**config.mk**
```make
export PLATFORM = sky130hd
export DESIGN_NAME = magma_round
export DESIGN_NICKNAME = d
export VERILOG_FILES = /design/src/magma_pkg.sv /design/src/magma_round.sv
export SDC_FILE = /design/constraint.sdc
export NUM_CORES = 1
export LEC_CHECK = 0
export ABC_AREA = 1
export BUFFER_PORTS_ARGS = -buffer_cell sky130_fd_sc_hd__buf_2
export CAP_MARGIN = 30
export CORE_MARGIN = 2
export CORE_UTILIZATION = 52
export DETAILED_ROUTE_END_ITERATION = 12
export PLACE_DENSITY = 0.78
export SYNTH_ARGS = -nofsm -noshare
export SYNTH_HDL_FRONTEND = slang
export SYNTH_SLANG_ARGS = --single-unit
```
**constraint.sdc**
```tcl
create_clock -name clock -period 4.15 [get_ports clock]
set_input_delay 0.415 -clock clock [delete_from_list [all_inputs] [get_ports clock]]
set_output_delay 0.415 -clock clock [all_outputs]
set_load 0.05 [all_outputs]
```
**src/magma_pkg.sv**
```systemverilog
// ----------------------------------------------------------------------------
// magma_pkg
// Shared constants, types and round functions of the Magma block cipher.
// ----------------------------------------------------------------------------
package magma_pkg;

   localparam int HALF_W     = 32;
   localparam int BLOCK_W    = 2 * HALF_W;
   localparam int ROUNDS     = 32;
   localparam int KEY_WORDS  = 8;
   localparam int KEY_SEL_W  = $clog2(KEY_WORDS);
   localparam int STAGE_W    = $clog2(ROUNDS);
   localparam int CSR_IDX_W  = 4;
   localparam int ROTATE     = 11;
   localparam int FWD_ROUNDS = 24;

   localparam logic OP_ENCRYPT = 1'b0;
   localparam logic OP_DECRYPT = 1'b1;

   typedef logic [HALF_W-1:0] word_type;
   typedef logic [KEY_WORDS-1:0][HALF_W-1:0] key_set_type;

   typedef struct packed {
      logic     valid;
      logic     op;
      word_type left;
      word_type right;
   } stage_type;

   // row 0 serves the most significant nibble
   localparam logic [3:0] SBOX [KEY_WORDS][16] = '{
      '{4'd1,  4'd7,  4'd14, 4'd13, 4'd0,  4'd5,  4'd8,  4'd3,
        4'd4,  4'd15, 4'd10, 4'd6,  4'd9,  4'd12, 4'd11, 4'd2},
      '{4'd8,  4'd14, 4'd2,  4'd5,  4'd6,  4'd9,  4'd1,  4'd12,
        4'd15, 4'd4,  4'd11, 4'd0,  4'd13, 4'd10, 4'd3,  4'd7},
      '{4'd5,  4'd13, 4'd15, 4'd6,  4'd9,  4'd2,  4'd12, 4'd10,
        4'd11, 4'd7,  4'd8,  4'd1,  4'd4,  4'd3,  4'd14, 4'd0},
      '{4'd7,  4'd15, 4'd5,  4'd10, 4'd8,  4'd1,  4'd6,  4'd13,
        4'd0,  4'd9,  4'd3,  4'd14, 4'd11, 4'd4,  4'd2,  4'd12},
      '{4'd12, 4'd8,  4'd2,  4'd1,  4'd13, 4'd4,  4'd15, 4'd6,
        4'd7,  4'd0,  4'd10, 4'd5,  4'd3,  4'd14, 4'd9,  4'd11},
      '{4'd11, 4'd3,  4'd5,  4'd8,  4'd2,  4'd15, 4'd10, 4'd13,
        4'd14, 4'd1,  4'd7,  4'd4,  4'd12, 4'd9,  4'd6,  4'd0},
      '{4'd6,  4'd8,  4'd2,  4'd3,  4'd9,  4'd10, 4'd5,  4'd12,
        4'd1,  4'd14, 4'd4,  4'd7,  4'd11, 4'd13, 4'd0,  4'd15},
      '{4'd12, 4'd4,  4'd6,  4'd2,  4'd10, 4'd5,  4'd11, 4'd9,
        4'd14, 4'd8,  4'd13, 4'd7,  4'd0,  4'd3,  4'd15, 4'd1}
   };

   function automatic word_type substitute(input word_type x);
      word_type y;
      y = '0;
      for (int n = 0; n < KEY_WORDS; n++) begin
         y[HALF_W-4-4*n +: 4] = SBOX[n][x[HALF_W-4-4*n +: 4]];
      end
      return y;
   endfunction

   function automatic word_type round_fn(input word_type k, input word_type a);
      word_type v;
      v = substitute(a + k);
      return {v[HALF_W-ROTATE-1:0], v[HALF_W-1:HALF_W-ROTATE]};
   endfunction

   // key word used at pipeline stage s; encrypt: forward K1..K8 x3 then K8..K1; decrypt: K1..K8 then K8..K1 x3
   function automatic logic [KEY_SEL_W-1:0] key_sel(input logic [STAGE_W-1:0] s,
                                                    input logic op);
      logic fwd;
      if (op == OP_DECRYPT) begin
         fwd = (int'(s) < ROUNDS - FWD_ROUNDS);
      end else begin
         fwd = (int'(s) < FWD_ROUNDS);
      end
      return fwd ? s[KEY_SEL_W-1:0] : ~s[KEY_SEL_W-1:0];
   endfunction

endpackage

```
**src/magma_round.sv**
```systemverilog
// ----------------------------------------------------------------------------
// magma_round
// One Feistel round with its stage register.
// ----------------------------------------------------------------------------
module magma_round (
   input  logic                  clock,
   input  logic                  reset,
   input  magma_pkg::word_type   key_enc,
   input  magma_pkg::word_type   key_dec,
   input  magma_pkg::stage_type  stage_i,
   output magma_pkg::stage_type  stage_o
);

   magma_pkg::stage_type stage_ff, stage_in;
   magma_pkg::word_type  key;

   assign key = (stage_i.op == magma_pkg::OP_DECRYPT) ? key_dec : key_enc;

   always_comb begin
      stage_in.valid = stage_i.valid;
      stage_in.op    = stage_i.op;
      stage_in.left  = stage_i.right;
      stage_in.right = stage_i.left ^ magma_pkg::round_fn(key, stage_i.right);
   end

   always_ff @(posedge clock) begin
      if (reset) begin
         stage_ff.valid <= 1'b0;
      end else begin
         stage_ff.valid <= stage_in.valid;
      end
      stage_ff.op    <= stage_in.op;
      stage_ff.left  <= stage_in.left;
      stage_ff.right <= stage_in.right;
   end

   assign stage_o = stage_ff;

endmodule

```
* Yosys cells after proc, flatten, opt, wreduce, memory -nomap -nowiden
Memory sizes are Yosys's and may differ from the RTL's.
Cells that the tools add are included.
** Word-level totals
- ROM bits :: 512
- Logic and storage cells :: 47
- Bits in writable memories :: 0
- Input bits :: 132
- Memories :: 8
- Bits in latches :: 0
- Flip-flop bits (word level) :: 66
** Memory list
- (name not given) :: words 16, bits a word 4, rd ports 1, clocked after memory_dff 0, write ports 0, RTL line magma_pkg.sv:54 : y[HALF_W-4-4*n +: 4] = SBOX[n][x[HALF_W-4-4*n +: 4]];
- (name not given) :: words 16, bits a word 4, rd ports 1, clocked after memory_dff 0, write ports 0, RTL line magma_pkg.sv:54
- (name not given) :: words 16, bits a word 4, rd ports 1, clocked after memory_dff 0, write ports 0, RTL line magma_pkg.sv:54
- (name not given) :: words 16, bits a word 4, rd ports 1, clocked after memory_dff 0, write ports 0, RTL line magma_pkg.sv:54
- (name not given) :: words 16, bits a word 4, rd ports 1, clocked after memory_dff 0, write ports 0, RTL line magma_pkg.sv:54
- (name not given) :: words 16, bits a word 4, rd ports 1, clocked after memory_dff 0, write ports 0, RTL line magma_pkg.sv:54
- +2 memories
** Operators by class
- $mul :: 0
- Reduce and logical (&&, ||, !) cells :: 0
- Magnitude comparators :: 8
- Shift operators :: 0
- Add/subtract/negate cells :: 1
- Bitwise operators :: 9
- Div/mod/pow operators :: 0
- Equality and inequality tests :: 0
- Muxes and demuxes :: 17
** Operator list (count)
- 2-to-1 mux 4 bit :: 16
- >= comparator 5 bit, second input constant :: 8
- inverter 4 -> 5 bit :: 8
- adder 32 bit :: 1
- 2-to-1 mux 32 bit :: 1
- XOR 32 bit :: 1

* Longest topological paths before layout
- Word-level depth :: 7
- Gate-level depth with buffers :: 25

* Worst setup path after synthesis
No wires, ideal clock.
- Path kind :: input-to-reg
- Start :: input stage_i[64] (netlist bit)
- End :: register stage_ff, in the netlist stage_o[24]
- Library setup time :: 0.112 ns
- Stages :: 21
- Path buffers :: 2
- Slack :: 0.590 ns
- Data arrival time :: 3.448 ns
- Cells stage by stage :: clkbuf_1 clkbuf_1 mux2_2 ha_1 inv_1 fa_1 inv_1 nand3_1 nand2_1 nand2_1 nand2_1 nand2_1 nand2_1 xor2_2 inv_1 ha_1 or2_1 o211ai_1 nand2_1 nand2_1 nand2_1
** RTL lines
- from (decl) :: RTL line magma_round.sv:10 : input magma_pkg::stage_type stage_i,
- to (decl) :: RTL line magma_round.sv:14 : magma_pkg::stage_type stage_ff, stage_in;

==> flow_summary.json <==
{
  "drv_slew": 0,
  "crit_path_frequent_cell": "nand2_1",
  "path_cells": "buf_2 > mux2_2 > ha_1 > a21oi_1 > nand2_1 > a21oi_1 > nand2_1 > xnor2_1 > inv_1 > ha_1 > nand2_1 > o21ai_1 > o21ai_1 > xor2_1",
  "drtAntennaViolNets": 0,
  "worstSetupStartpointType": "primary input",
  "antenna_found_initial": 0,
  "nets": 1307,
  "syn_inst": 901,
  "synth_xor_area_frac": 0.04800,
  "critPathCapture": "stage_o[25]",
  "placed_cells": 1236,
  "ys_seq_area_frac": 0.2283,
  "pin_count": 198,
  "fin_crit_sh": 0.8122,
  "p_int_mw": 1.749,
  "die_area_sq_mm": 0.01199,
  "crit_start": "stage_i[64]",
  "hold_class": "primary input to flop",
  "hold_viol": 0,
  "clock.fmax_mhz": 296.7,
  "worst-path-stages": 14,
  "yosys_warnings": 0,
  "io_buffers": 197,
  "synth-edff-count": 0,
  "cp_top_family": "adder cells",
  "peakVddDrop_mv": 0.3637,
  "final_layout_size_suffix_gt1_frac": 0.2338,
  "rows": 38,
  "muxShareOfSynthArea": 0.06011,
  "slew_headroom": 0.6180,
  "synth_top_family_by_area": "simple AND/OR/NAND/NOR gates",
  "grt_pass1_vias": 5581,
  "combPwrFrac": 0.570,
  "start_util": 0.5338,
  "cts_buffers": 9,
  "synth_cell_types": 37,
  "grt_start_max_net_pins": 20,
  "synthAdderAreaFrac": 0.1483,
  "maxCapViolCount": 0,
  "n_fill_cell": 1041,
  "place_ws_ns": 0.3860,
  "finalNonFillerCells": 1252,
  "postCtsSetupBuffers": 0,
  "track_usage": 0.2534,
  "outcome": "finished, final reports clean",
  "drtPass1Iterations": 5,
  "cp_max_fo": 19,
  "synth_most_common_cell": "nand2_1",
  "grt_pass1_wl_mm": 24.05,
  "slowest_stage": "xnor2_1",
  "cts_resized": 0,
  "drt_drc_violations_left": 0,
  "p_sw_mw": 1.664,
  "slowest_delay_ns": 0.46,
  "syn-num-nets": 1101,
  "worstPathRequired_ns": 4.44,
  "fin_util": 0.6629,
  "viasPerCell": 4.934,
  "fin_tns_setup_ns": 0,
  "critPathKind": "primary input to flop",
  "grt_overflow": 0,
  "largest_reg_flops": 66,
  "chipHeight_um": 109.5,
  "htreeDepth": 3,
  "cp.buffers_inverters": 2,
  "gp_congestion": 0.9664,
  "avgSynthCellArea_sq_um": 6.423,
  "finalSetupViolCount": 0,
  "clk_pin_slew_worst_paths_ns": 0.07,
  "finalPower_mw": 3.413,
  "cts_hold_buf": 0,
  "syn_area_sq_mm": 0.005787,
  "clock-sinks": 66,
  "p_per_area_mw_per_mm2": 475.0,
  "synth_common_cells": "nand2_1 (335), inv_1 (124), nand3_1 (77)",
  "layout_setup_ws_ns": 0.7793,
  "ys.flop_type": "dfxtp_1",
  "cts_tree": "done",
  "area_delta_synth_final_pct": 24.17,
  "rsz0062_at_grt": "no",
  "synth_compound_area_frac": 0.08259,
  "pwr-share-seq": 0.240,
  "cp-end-kind": "flop",
  "coreArea_sq_mm": 0.01084,
  "drtIter0Drc": 298,
  "synth-seq-cells": 66,
  "vias": 6177,
  "sw_frac_of_total": 0.4875,
  "synth-async-reset-ratio": 0,
  "synth_area_leaders": "dfxtp_1 (23%), nand2_1 (22%), ha_1 (14%), inv_1 (8.0%), nand3_1 (6.7%)",
  "final_area_sq_mm": 0.007186,
  "worst_pin_slew_ns": 0.5711,
  "timing.hold.ws_ns": 0.1651,
  "die_w_um": 109.5,
  "diodes": 0,
  "dpl.hpwl_mm": 12.52,
  "p_clk_frac": 0.190,
  "fin_crit_ns": 3.371,
  "cts_root_buffer": "clkbuf_8",
  "drt-total-wl_mm": 14.96,
  "yosys.area.top_type": "dfxtp_1",
  "worst_ep_arrival_time_ns": 3.66,
  "synth-simple-area-share": 0.3464,
  "synth_top_area_share": 0.2283,
  "cts_buffer_depth": 2,
  "cellLeakagePower_nw": 4.177,
  "placed_cell_area_sq_mm": 0.006948,
  "post_drt_wl_per_cell_um": 11.95
}
[layout make-up]
class	instances	area (sq um)	area share
clock buffers	12	165.2	0.02298
flip-flops and latches	66	1321	0.1839
well taps	140	175.2	0.02438
repair buffers	199	1001	0.1393
clock inverters	4	72.57	0.01010
inverters	129	484.2	0.06739
multi-input cells	702	3966	0.5520
[metal layers]
metal,GRT usage,vias to the layer above,share of wire
met3,0.05098,30,0.056
li1,-,3266,-
met1,0.3092,2701,0.45
met5,0,-,0
met2,0.4409,180,0.48
met4,0.08951,0,0.021
[worst min-delay path by stage]
stage / start / to / cells past startpoint
global placement: stage_i[23] / stage_o[55] / 1
floorplan: stage_i[0] / stage_o[32] / 0
detailed placement: stage_i[21] / stage_o[53] / 1
finish: stage_i[11] / stage_o[43] / 1
CTS: stage_i[11] / stage_o[43] / 1
global route: stage_i[3] / stage_o[35] / 1
[power groups by stage]
stage	clock network (mW)	logic [mW]	registers, mW
after floorplan	0	0.955	1.39
after global placement	0	1.91	0.829
after detailed placement	0	1.93	0.837
after CTS	0.665	1.94	0.823
after global routing	0.691	2.16	0.838
final	0.648	1.94	0.821
[cells in the final DEF (no fill, tap or decap), types with 5 or more instances in the layout]
| cell | n |
|---|---|
| inv_2 | 5 |
| ha_1 | 67 |
| inv_1 | 124 |
| mux2_2 | 30 |
| dfxtp_1 | 66 |
| nand2_1 | 335 |
| a21oi_1 | 28 |
| nor2_1 | 55 |
| nand3_1 | 77 |
| o211ai_1 | 8 |
| nand3b_1 | 6 |
| buf_2 | 197 |
| xor2_1 | 15 |
| o21ai_1 | 9 |
| o21ai_0 | 25 |
| clkbuf_8 | 12 |
| xnor2_1 | 13 |
[logic make-up after synthesis]
| logic type | after synthesis |
|---|---|
| multiplexers | 31 |
| AND/OR/NAND/NOR | 489 |
| XOR/XNOR | 30 |
| AO/OA/AOI/OAI | 84 |
| flip-flops | 66 |
| buffers and inverters | 133 |
| adder cells (fa/ha/maj) | 68 |
(Power assumes the default switching activity.)
