**src/magma_pkg.sv**
```systemverilog
// ----------------------------------------------------------------------------
// magma_pkg
// Shared constants, types and round functions of the Magma block cipher.
// ----------------------------------------------------------------------------
package magma_pkg;

   localparam int HALF_W     = 32;
   localparam int BLOCK_W    = 2 * HALF_W;
   localparam int ROUNDS     = 32;
   localparam int KEY_WORDS  = 8;
   localparam int KEY_SEL_W  = $clog2(KEY_WORDS);
   localparam int STAGE_W    = $clog2(ROUNDS);
   localparam int CSR_IDX_W  = 4;
   localparam int ROTATE     = 11;
   localparam int FWD_ROUNDS = 24;

   localparam logic OP_ENCRYPT = 1'b0;
   localparam logic OP_DECRYPT = 1'b1;

   typedef logic [HALF_W-1:0] word_type;
   typedef logic [KEY_WORDS-1:0][HALF_W-1:0] key_set_type;

   typedef struct packed {
      logic     valid;
      logic     op;
      word_type left;
      word_type right;
   } stage_type;

   // row 0 serves the most significant nibble
   localparam logic [3:0] SBOX [KEY_WORDS][16] = '{
      '{4'd1,  4'd7,  4'd14, 4'd13, 4'd0,  4'd5,  4'd8,  4'd3,
        4'd4,  4'd15, 4'd10, 4'd6,  4'd9,  4'd12, 4'd11, 4'd2},
      '{4'd8,  4'd14, 4'd2,  4'd5,  4'd6,  4'd9,  4'd1,  4'd12,
        4'd15, 4'd4,  4'd11, 4'd0,  4'd13, 4'd10, 4'd3,  4'd7},
      '{4'd5,  4'd13, 4'd15, 4'd6,  4'd9,  4'd2,  4'd12, 4'd10,
        4'd11, 4'd7,  4'd8,  4'd1,  4'd4,  4'd3,  4'd14, 4'd0},
      '{4'd7,  4'd15, 4'd5,  4'd10, 4'd8,  4'd1,  4'd6,  4'd13,
        4'd0,  4'd9,  4'd3,  4'd14, 4'd11, 4'd4,  4'd2,  4'd12},
      '{4'd12, 4'd8,  4'd2,  4'd1,  4'd13, 4'd4,  4'd15, 4'd6,
        4'd7,  4'd0,  4'd10, 4'd5,  4'd3,  4'd14, 4'd9,  4'd11},
      '{4'd11, 4'd3,  4'd5,  4'd8,  4'd2,  4'd15, 4'd10, 4'd13,
        4'd14, 4'd1,  4'd7,  4'd4,  4'd12, 4'd9,  4'd6,  4'd0},
      '{4'd6,  4'd8,  4'd2,  4'd3,  4'd9,  4'd10, 4'd5,  4'd12,
        4'd1,  4'd14, 4'd4,  4'd7,  4'd11, 4'd13, 4'd0,  4'd15},
      '{4'd12, 4'd4,  4'd6,  4'd2,  4'd10, 4'd5,  4'd11, 4'd9,
        4'd14, 4'd8,  4'd13, 4'd7,  4'd0,  4'd3,  4'd15, 4'd1}
   };

   function automatic word_type substitute(input word_type x);
      word_type y;
      y = '0;
      for (int n = 0; n < KEY_WORDS; n++) begin
         y[HALF_W-4-4*n +: 4] = SBOX[n][x[HALF_W-4-4*n +: 4]];
      end
      return y;
   endfunction

   function automatic word_type round_fn(input word_type k, input word_type a);
      word_type v;
      v = substitute(a + k);
      return {v[HALF_W-ROTATE-1:0], v[HALF_W-1:HALF_W-ROTATE]};
   endfunction

   // key word used at pipeline stage s; encrypt: forward K1..K8 x3 then K8..K1; decrypt: K1..K8 then K8..K1 x3
   function automatic logic [KEY_SEL_W-1:0] key_sel(input logic [STAGE_W-1:0] s,
                                                    input logic op);
      logic fwd;
      if (op == OP_DECRYPT) begin
         fwd = (int'(s) < ROUNDS - FWD_ROUNDS);
      end else begin
         fwd = (int'(s) < FWD_ROUNDS);
      end
      return fwd ? s[KEY_SEL_W-1:0] : ~s[KEY_SEL_W-1:0];
   endfunction

endpackage

```
**src/magma_key_regs.sv**
```systemverilog
// ----------------------------------------------------------------------------
// magma_key_regs
// Key word register file, written through the CSR channel.
// ----------------------------------------------------------------------------
module magma_key_regs (
   input  logic                               clock,
   input  logic                               reset,
   input  logic                               csr_valid,
   output logic                               csr_ready,
   input  logic [magma_pkg::CSR_IDX_W-1:0]    csr_index,
   input  logic [magma_pkg::HALF_W-1:0]       csr_data,
   output magma_pkg::key_set_type             keys
);

   magma_pkg::key_set_type keys_ff, keys_in;
   logic                   hit;

   assign csr_ready = 1'b1;
   assign hit = csr_valid && (int'(csr_index) < magma_pkg::KEY_WORDS);

   always_comb begin
      keys_in = keys_ff;
      if (hit) begin
         keys_in[csr_index[magma_pkg::KEY_SEL_W-1:0]] = csr_data;
      end
   end

   always_ff @(posedge clock) begin
      if (reset) begin
         keys_ff <= '0;
      end else begin
         keys_ff <= keys_in;
      end
   end

   assign keys = keys_ff;

`ifndef SYNTHESIS
   a_key_write: assert property (@(posedge clock) disable iff (reset)
      hit |=> keys_ff[$past(csr_index[magma_pkg::KEY_SEL_W-1:0])] == $past(csr_data))
      else $error("key word not updated by CSR beat");
   a_key_hold: assert property (@(posedge clock) disable iff (reset)
      !csr_valid |=> $stable(keys_ff))
      else $error("key words changed without CSR beat");
   a_index_drop: assert property (@(posedge clock) disable iff (reset)
      (csr_valid && !hit) |=> $stable(keys_ff))
      else $error("key words changed by out-of-range CSR beat");
`endif

endmodule

```
**config.mk**
```make
export PLATFORM = sky130hd
export DESIGN_NAME = magma_key_regs
export DESIGN_NICKNAME = d
export VERILOG_FILES = /design/src/magma_pkg.sv /design/src/magma_key_regs.sv
export SDC_FILE = /design/constraint.sdc
export NUM_CORES = 1
export LEC_CHECK = 0
export BUFFER_PORTS_ARGS = -buffer_cell sky130_fd_sc_hd__buf_2
export CAP_MARGIN = 30
export CORE_ASPECT_RATIO = 0.75
export CORE_MARGIN = 2
export CORE_UTILIZATION = 52
export CTS_CLUSTER_DIAMETER = 120
export DETAILED_ROUTE_END_ITERATION = 16
export PLACE_DENSITY_LB_ADDON = 0.08
export SYNTH_ARGS = -nofsm -noshare
export SYNTH_HDL_FRONTEND = slang
export SYNTH_SLANG_ARGS = --single-unit
```
**constraint.sdc**
```tcl
create_clock -name clock -period 1.4 [get_ports clock]
set_input_delay 0.28 -clock clock [delete_from_list [all_inputs] [get_ports clock]]
set_output_delay 0.28 -clock clock [all_outputs]
set_load 0.01 [all_outputs]
```
* Word level (Yosys, flattened, before mapping)
Index checks and enable logic that the tools add are counted.
Widths: inputs -> output; s select.
** Word-level totals
- Register bits :: 256
- Latch bits :: 0
- Memory bits (writable) :: 0
- Memory bits (read-only) :: 0
- Input port bits :: 39
- Logic and storage cells :: 16
- Memories :: 0
** Cells by class
- $add $sub $neg :: 0
- Multiply operators :: 0
- Divide/modulo/power cells :: 0
- Magnitude comparators :: 3
- Eq/ne operators :: 0
- Shift-type cells :: 0
- Multiplexer cells :: 3
- Bitwise logic cells :: 0
- Reductions and logical operators :: 2
** Operators with widths (number)
- $bwmux 256 :: 1
- $demux 32 s3 :: 1
- $mux 32 :: 1
- $lt 3x4->1 const B :: 1
- $lt 4x4->1 const B :: 1
- $ge 3x1->1 const B :: 1
- $logic_and 1x1->1 :: 2

* Longest topological paths before layout
Gate-level depths: netlist of the first run.
- Depth in word-level cells :: 5
- Mapped depth :: 6

* Least setup slack after synthesis of the first run
Ideal clock, no wire load.
- Kind :: input to register
- From :: input port reset
- To :: register keys_ff, in the netlist keys[102]
- Library setup time :: 0.129 ns
- Data arrival time :: 1.170 ns
- Data required time :: 1.271 ns
- Slack :: 0.101 ns
- Cell stages on the path :: 6
- Path buffers :: 4
- Cells stage by stage :: clkbuf_1 > buf_2 > buf_2 > clkbuf_1 > nand2b_1 > mux2i_1
** RTL lines
- start: declaration :: line magma_key_regs.sv:7 : input logic reset,
- end signal: assignment :: line magma_key_regs.sv:32 : keys_ff <= keys_in;
- end: declaration :: line magma_key_regs.sv:15 : magma_pkg::key_set_type keys_ff, keys_in;

* Worst setup path in the final report of the first run
- From :: register keys_ff, in the netlist keys[13]
- To :: output port keys[13] in the netlist's numbering
** RTL lines
- end: declaration :: line magma_key_regs.sv:12 : output magma_pkg::key_set_type keys
No word-level cell between the ends.

==> reports/metrics.yaml, run 1 <==
critical_path:
  cp.arrival_ns: 1.05
  critPathMaxStageDelay_ns: 0.38
  cp_slowest_cell: "dfxtp_1"
  r2r-start: "keys[150]"
  cp-startpoint: "keys[13]"
  cp-start-kind: "register"
  path_buf_inv: 1
  cp_max_fo: 2
  critPathTopFamily: "flip-flops"
  crit_type: "register to output pin"
  cp.required_ns: 1.12
  worstPathCellList: "buf_2"
  worst_setup_path_end_kind: "output pin"
detailed_routing:
  drt_first_pass_iters: 4
  via_per_inst: 4.99
  ant_nets: 0
  drt_iter0_drc: 389
  drc_errors: 0
  wire_per_inst_um: 18.1
  via_count: 7324
  routed_wl_um: 26600
sta:
  fin_ws_ns: 0.0736
  min_period_ns: 1.33
  skew_ns: 0
  timing.fmax_ghz: 0.754
  finalCritPeriodShare_pct: 94.7
  finalHoldViolations: 0
  drv_slew: 0
  finalSetupViolations: 0
  rsz0062_at_grt: "false"
global_routing:
  grt-ovfl-total: 0
  grt_pass1_vias: 7112
  grt_use_total_pct: 25.5
  grt_max_degree: 53
  grt_antenna_before_repair: 0
  grt_pass1_wl_um: 40300
synthesis:
  yosysWarnings: 0
  synthDistinctLibCells: 18
  synth_edf_count: 0
  yosysTopAreaCell: "dfxtp_1"
  ys_seq_area_share_pct: 51.4
  synth-async-reset-ratio_pct: 0
  synth-seq-cells: 256
  yosysTopAreaCellShare_pct: 51.4
  syn_inst: 906
  netlist_top_cells_count: "288 x nand2b_1, 256 x dfxtp_1, 256 x mux2i_1"
  synth_area_leaders: "dfxtp_1 51%, mux2i_1 26%, nand2b_1 18%"
  synth.most_common_cell: "nand2b_1"
  synth_area_um2: 9980
  syn-num-nets: 945
  synthFlopType: "dfxtp_1"
  syn_avg_cell_area_um2: 11.0
die:
  die_h_um: 124
  core_um2: 18700
  fp.dieW_um: 164
  die-area_um2: 20300
  io_pins: 296
  start_util_pct: 53.5
  rows: 43
layout:
  fill_cells: 1471
  fin_util_pct: 69.9
  seqCellArea_um2: 5120
  drive_gt1_share_pct: 33.3
  finalNetCount: 1245
  largest_reg_flops: 256
  area_growth_pct: 30.8
  multiInputGateArea_um2: 4490
  instances_no_fill: 1469
clock_tree:
  post_cts_buffers: 0
  cts_tree: "built"
  cts_resized: 0
  clock_latency_ns: 0.51
  hold_buffers: 0
  clkSinkCount: 256
  cts-root-buf: "clkbuf_16"
  cts_inserted_buffers: 25
  htree_levels: 1
  clock_path_buffers: 3
  clk_pin_slew_worst_paths_ns: 0.06
placement:
  dp_hpwl_um: 18600
  place_congestion: 0.811
  io_buffers: 294
  dp_slack_ns: -0.0176
  dp.cells: 1426
pwr:
  vdd.ir_drop.worst_mv: 0.842
  leakage_nw: 7.19
  powerDensity_nw_per_um2: 1140
run:
  cap_violations: 0
min_path:
  hp-class: "input port to register"
  worstHoldStart: "csr_data[28]"
run_status:
  outcome: "complete, no violations"
-- where the power goes --
part | internal, mW | leakage, nW | switching [mW]
combinational | 0.505 | 4.74 | 0.506
clock | 3.72 | 0.383 | 2.73
sequential | 7.38 | 2.07 | 0.0478
total | 11.6 | 7.19 | 3.28
-- cell type report --
| type | instances | area share (%) |
|---|---|---|
| Timing Repair Buffer | 363 | 18.0 |
| Clock inverter | 5 | 0.412 |
| Tap cell | 247 | 2.37 |
| Clock buffer | 37 | 5.52 |
| Antenna cell | 1 | 0.0192 |
| Sequential cell | 256 | 39.3 |
| Multi-Input combinational cell | 560 | 34.4 |
-- cell usage in the layout (no fill, tap or decap) --
master / n
buf_4: 41
bufinv_16: 1
buf_12: 29
clkinv_2: 3
clkbuf_1: 7
inv_6: 1
nor3b_2: 1
clkbuf_8: 5
nand4_4: 1
nand4_1: 1
nand2b_1: 288
conb_1: 1
clkbuf_16: 25
nand2_2: 5
and3b_1: 2
buf_2: 293
nor2b_1: 1
dfxtp_1: 256
mux2i_1: 256
and2_1: 2
nand2_1: 1
diode_2: 1
nor2_2: 1
-- per-stage QoR --
step / TNS, ns / instance area (um2) / total power [mW] / hold WS (ns)
finish: 0 / 13100 / 14.9 / 0.169
global placement: 0 / 12300 / 8.59 / 0.455
CTS: 0 / 13000 / 15.0 / 0.149
floorplan: 0 / 9980 / 8.12 / 0.493
global route: 0 / 13000 / 15.4 / 0.188
detailed placement: -0.0320 / 12300 / 8.60 / 0.457
-- worst paths after layout --
check                    to  slack, ns  depth (start not counted)
hold / removal    keys[124]       0.17                          4
hold reg to reg    keys[62]       0.47                          2
setup reg to reg  keys[150]       0.74                          2
setup / recovery   keys[13]       0.07                          1
-- layer usage --
metal / track usage, % / part of all wire (%) / up-vias / wire length [um]
met4: 7.18 / 2.4 / 0 / 643
met1: 34.8 / 46 / 3514 / 12200
met3: 6.86 / 7.2 / 38 / 1900
met2: 40.1 / 44 / 224 / 11800
li1: - / - / 3548 / -
met5: 0 / 0 / - / 0
-- kinds of logic after synthesis --
family | Yosys count | share of synthesized area (%)
buf+inv | 90 | 3.89
flops | 256 | 51.4
mux | 256 | 25.7
other cells | 1 | 0.0376
simple gates | 303 | 19.0
No activity file was read; power rests on OpenSTA's default activity.
==> inputs of run 2 (changes only) <==
--- a/config.mk
+++ b/config.mk
@@ -12,7 +12,7 @@
 export CORE_UTILIZATION = 52
 export CTS_CLUSTER_DIAMETER = 120
 export DETAILED_ROUTE_END_ITERATION = 16
-export PLACE_DENSITY_LB_ADDON = 0.08
+export PLACE_DENSITY = 0.8
 export SYNTH_ARGS = -nofsm -noshare
 export SYNTH_HDL_FRONTEND = slang
 export SYNTH_SLANG_ARGS = --single-unit
==> reports/metrics.yaml, run 2 (synthesized netlist as in run 1, its figures left out) <==
run_status:
  outcome: "complete, no violations"
layout:
  area_growth_pct: 29.5
  instances_no_fill: 1454  # -1.0%
  insertedDiodeCount: 0  # -1
  finalNetCount: 1230  # -1.2%
  fill_cells: 1404  # -4.6%
  mostFrequentLayoutCells: "293 x buf_2, 288 x nand2b_1, 256 x mux2i_1, 256 x dfxtp_1, 36 x buf_4"
  final_common_cell: "buf_2"
  stdcell_area_um2: 12900  # -1.0%
  drive_gt1_share_pct: 32.7  # -0.53 points
  largest_reg_flops: 256  # unchanged
die:
  die_h_um: 124  # unchanged
  die-area_um2: 20300  # unchanged
  start_util_pct: 53.5  # unchanged
  core_um2: 18700  # unchanged
  rows: 43  # unchanged
  fp.dieW_um: 164  # unchanged
  io_pins: 296  # unchanged
global_routing:
  grt-busiest-layer: "met2"
  grt_use_met1_pct: 32.7  # -2.1 points
  grt_max_degree: 48  # -9.4%
  grt_pass1_vias: 7290  # +2.5%
  grt_pass1_wl_um: 40000  # -0.72%
  met2_usage_pct: 41.4  # +1.3 points
  grt-ovfl-total: 0  # unchanged
  grt_antenna_before_repair: 0  # unchanged
  gr-usage-met3_pct: 6.99  # +0.13 points
  grt_use_total_pct: 25.1  # -0.38 points
pwr:
  vdd.ir_drop.worst_mv: 0.800  # -5.1%
  leakage_nw: 7.12  # -1.0%
  powerDensity_nw_per_um2: 1190  # +4.5%
  power_mw: 15.4  # +3.5%
critical_path:
  crit_type: "register to output pin"
  critPathTopFamily: "flip-flops"
  cp.required_ns: 1.12  # about the same
  critPathMaxStageDelay_ns: 0.37  # about the same
  cp.arrival_ns: 1.04  # about the same
  worst_setup_path_end_kind: "output pin"
  cp_slowest_cell: "dfxtp_1"
  worstPathCellList: "buf_2"
  path_buf_inv: 1  # unchanged
  cp_max_fo: 2  # unchanged
  cp-start-kind: "register"
clock_tree:
  cts_inserted_buffers: 24  # -4.0%
  post_cts_buffers: 0  # unchanged
  clkSinkCount: 256  # unchanged
  cts_tree: "built"
  hold_buffers: 0  # unchanged
  cts-root-buf: "clkbuf_16"
  htree_levels: 1  # unchanged
  clock_latency_ns: 0.51  # about the same
  cts_resized: 0  # unchanged
  clock_path_buffers: 3  # unchanged
  clk_pin_slew_worst_paths_ns: 0.07  # about the same
min_path:
  hp-class: "input port to register"
sta:
  fin_tns_setup_ns: 0  # unchanged
  finalCritPeriodShare_pct: 94.5  # -0.22 points
  rsz0062_at_grt: "false"
  drv_slew: 0  # unchanged
  timing.fmax_ghz: 0.756  # +0.24%
  hold_ws_ns: 0.165  # -0.00351 ns
  finalSetupViolations: 0  # unchanged
  finalHoldViolations: 0  # unchanged
  min_period_ns: 1.32  # -0.00312 ns
  skew_ns: 0  # unchanged
detailed_routing:
  ant_nets: 0  # unchanged
  via_count: 7332  # +0.11%
  drt_first_pass_iters: 4  # unchanged
  wire_per_inst_um: 18.1  # +0.11%
  drt_iter0_drc: 364  # -6.4%
  drc_errors: 0  # unchanged
  via_per_inst: 5.04  # +1.1%
  routed_wl_um: 26400  # -0.91%
placement:
  dp.cells: 1412  # -0.98%
  dp_hpwl_um: 18200  # -2.3%
  io_buffers: 294  # unchanged
  place_congestion: 0.824  # +1.6%
  dpl_cell_area_um2: 12100  # -1.8%
run:
  cap_violations: 0  # unchanged
-- run 2: changes by cell type in the layout (fill, tap and decap cells not counted), moves of 2 or more --
cell	before	now
buf_12	29	20
clkbuf_1	7	4
buf_4	41	36
clkbuf_8	5	9
bufinv_16	1	3
clkinv_2	3	0
-- run 2: stage by stage --
step,setup WS (ns),utilization (%)
after floorplan,0.101,-
after global placement,-0.0405,64.6
after detailed placement,-0.0571,64.6
after CTS,0.0689,69.2
after global routing,0.0352,69.2
final,0.0767,69.2
-- run 2: layout make-up --
type / instances / area (um2) / share of cell area, %
clock buffers: 38 / 764 / 5.92
repair buffers: 349 / 2140 / 16.5
multi-input cells: 560 / 4490 / 34.7
clock inverters: 4 / 97.6 / 0.755
flip-flops and latches: 256 / 5120 / 39.7
well taps: 247 / 309 / 2.39
-- run 2: path summary, 6_finish.rpt --
check / from / to / slack [ns] / depth (start not counted)
setup / recovery: keys[94] / keys[94] / 0.08 / 1
hold / removal: csr_data[4] / keys[68] / 0.17 / 4
setup reg to reg: keys[92] / keys[92] / 0.74 / 2
hold reg to reg: keys[16] / keys[16] / 0.47 / 2
-- run 2: where the power goes --
part,internal (mW),switching (mW)
combinational,0.455,0.482
clock,4.28,2.76
sequential,7.38,0.0507
total,12.1,3.29
-- run 2: metal layers --
layer	routed length [um]	share of wire, %	vias up
met4	611	2.3	0
met5	0	0	-
met3	1830	6.9	39
li1	-	-	3514
met1	11700	45	3542
met2	12200	46	237
==> inputs of run 3 (changes only) <==
--- a/config.mk
+++ b/config.mk
@@ -7,7 +7,6 @@
 export LEC_CHECK = 0
 export BUFFER_PORTS_ARGS = -buffer_cell sky130_fd_sc_hd__buf_2
 export CAP_MARGIN = 30
-export CORE_ASPECT_RATIO = 0.75
 export CORE_MARGIN = 2
 export CORE_UTILIZATION = 52
 export CTS_CLUSTER_DIAMETER = 120
==> reports/metrics.yaml, run 3 (synthesized netlist as in run 1, its figures left out) <==
run_status:
  outcome: "complete, no violations"
placement:
  dpl_cell_area_um2: 12100  # about the same
  dp_hpwl_um: 17800  # -2.2%
  io_buffers: 294  # unchanged
  place_congestion: 0.792  # -3.9%
sta:
  finalHoldViolations: 0  # unchanged
  finalSetupViolations: 0  # unchanged
  drv_slew: 0  # unchanged
  min_period_ns: 1.31  # -0.00894 ns
  rsz0062_at_grt: "false"
  finalCritPeriodShare_pct: 93.9  # -0.64 points
  fin_tns_setup_ns: 0  # unchanged
  skew_ns: 0  # unchanged
  timing.fmax_ghz: 0.761  # +0.68%
detailed_routing:
  ant_nets: 0  # unchanged
  drt_iter0_drc: 300  # -18%
  via_count: 7314  # -0.25%
  wire_per_inst_um: 18.1  # -0.34%
  drc_errors: 0  # unchanged
  via_per_inst: 5.07  # +0.45%
  routed_wl_um: 26100  # -1.0%
  drt_first_pass_iters: 4  # unchanged
min_path:
  min_to: "keys[123]"
  hp-class: "input port to register"
  worstHoldStart: "csr_data[27]"
  hold_path_depth: 4  # unchanged
layout:
  multiInputGateArea_um2: 4490  # unchanged
  area_growth_pct: 29.8
  fin_util_pct: 69.0  # -0.20 points
  finalNetCount: 1227  # -0.24%
  stdcell_area_um2: 12900  # +0.24%
  largest_reg_flops: 256  # unchanged
  seqCellArea_um2: 5120  # unchanged
  drive_gt1_share_pct: 32.6  # -0.11 points
  final_common_cell: "buf_2"
  fill_cells: 1439  # +2.5%
  mostFrequentLayoutCells: "293 x buf_2, 288 x nand2b_1, 256 x mux2i_1, 256 x dfxtp_1, 27 x clkbuf_16"
pwr:
  swShare_pct: 21.8  # +0.44 points
  leakage_nw: 7.14  # +0.26%
  p_switching_mw: 3.37  # +2.4%
  power_mw: 15.4  # +0.31%
  clock_power_share_pct: 45.8  # about the same
  vdd.ir_drop.worst_mv: 0.827  # +3.5%
  p_int_mw: 12.1  # -0.25%
  seqPwrFrac_pct: 48.1  # about the same
  powerDensity_nw_per_um2: 1190  # about the same
  p_comb_share_pct: 6.1  # about the same
critical_path:
  cp.arrival_ns: 1.03  # about the same
  crit_type: "register to output pin"
  cp_slowest_cell: "dfxtp_1"
  cp_max_fo: 2  # unchanged
  r2r-start: "keys[246]"
  cp.required_ns: 1.12  # about the same
  critPathMaxStageDelay_ns: 0.37  # about the same
  path_buf_inv: 1  # unchanged
  rr_worst_depth: 2  # unchanged
  worstPathCellList: "buf_2"
  regToRegSetupSlack_ns: 0.72  # -0.02 ns
  worst_setup_path_end_kind: "output pin"
  cp-start-kind: "register"
  timing.rr.end: "keys[246]"
  cp.depth: 1  # unchanged
  critPathTopFamily: "flip-flops"
clock_tree:
  clock_path_buffers: 3  # unchanged
  hold_buffers: 0  # unchanged
  cts_resized: 0  # unchanged
  cts-root-buf: "clkbuf_16"
  cts_tree: "built"
  clkSinkCount: 256  # unchanged
  post_cts_buffers: 0  # unchanged
  clock_latency_ns: 0.51  # about the same
  cts_inserted_buffers: 26  # +8.3%
  htree_levels: 1  # unchanged
  clk_pin_slew_worst_paths_ns: 0.06  # about the same
die:
  die-area_um2: 20300  # about the same
  io_pins: 296  # unchanged
  fp.dieW_um: 143  # -13%
  core_um2: 18800  # +0.53%
  rows: 50  # +16%
  start_util_pct: 53.2  # -0.28 points
  die_h_um: 143  # +15%
global_routing:
  grt-ovfl-total: 0  # unchanged
  grt_use_total_pct: 24.8  # -0.32 points
  grt_antenna_before_repair: 2  # +2
  grt_pass1_vias: 7295  # +0.069%
  grt_pass1_wl_um: 40200  # +0.43%
  grt_max_degree: 53  # +10%
run:
  cap_violations: 0  # unchanged
run 3: changes by cell type in the layout (fill, tap and decap cells not counted), sizes merged:
cell      delta
buf          -5
clkbuf       -2
clkinv       +7
clkinvlp     +1
diode        +2
run 3: layout make-up:
type,instances,share of cell area [%]
Multi-Input combinational cell,560,34.6
Clock buffer,36,5.71
Antenna cell,2,0.0386
Tap cell,234,2.26
Sequential cell,256,39.6
Clock inverter,12,1.08
Timing Repair Buffer,344,16.7
run 3: per-layer routing:
layer	GRT usage [%]	vias up	part of all wire, %
met5	0	-	0
met1	32.2	3511	43
met4	8.03	0	2.5
met3	4.81	47	6.3
li1	-	3520	-
met2	41.7	236	48
run 3: how the worst max path moves through the flow:
stage                       from         to  slack (ns)
floorplan                  reset  keys[102]        0.10
global placement    csr_index[0]    keys[4]        0.01
detailed placement  csr_index[0]    keys[0]      -0.006
CTS                     keys[95]   keys[95]        0.07
global route            keys[61]   keys[61]        0.05
finish                 keys[128]  keys[128]        0.09
run 3: stage by stage:
stage | hold slack [ns] | cells | setup slack [ns]
2_1_floorplan | 0.493 | 906 | 0.101
3_3_place_gp | 0.454 | 1394 | 0.0109
3_5_place_dp | 0.460 | 1394 | -0.00570
4_1_cts | 0.161 | 1442 | 0.0650
5_1_grt | 0.196 | 1444 | 0.0458
6_report | 0.179 | 1444 | 0.0857
run 3: power by group through the flow:
stage	registers (mW)	logic, mW	clock network, mW
6_report	7.43	0.939	7.08
5_1_grt	7.43	1.00	7.50
4_1_cts	7.43	0.943	7.17
3_5_place_dp	7.59	0.936	0
3_3_place_gp	7.59	0.929	0
2_1_floorplan	7.63	0.487	0
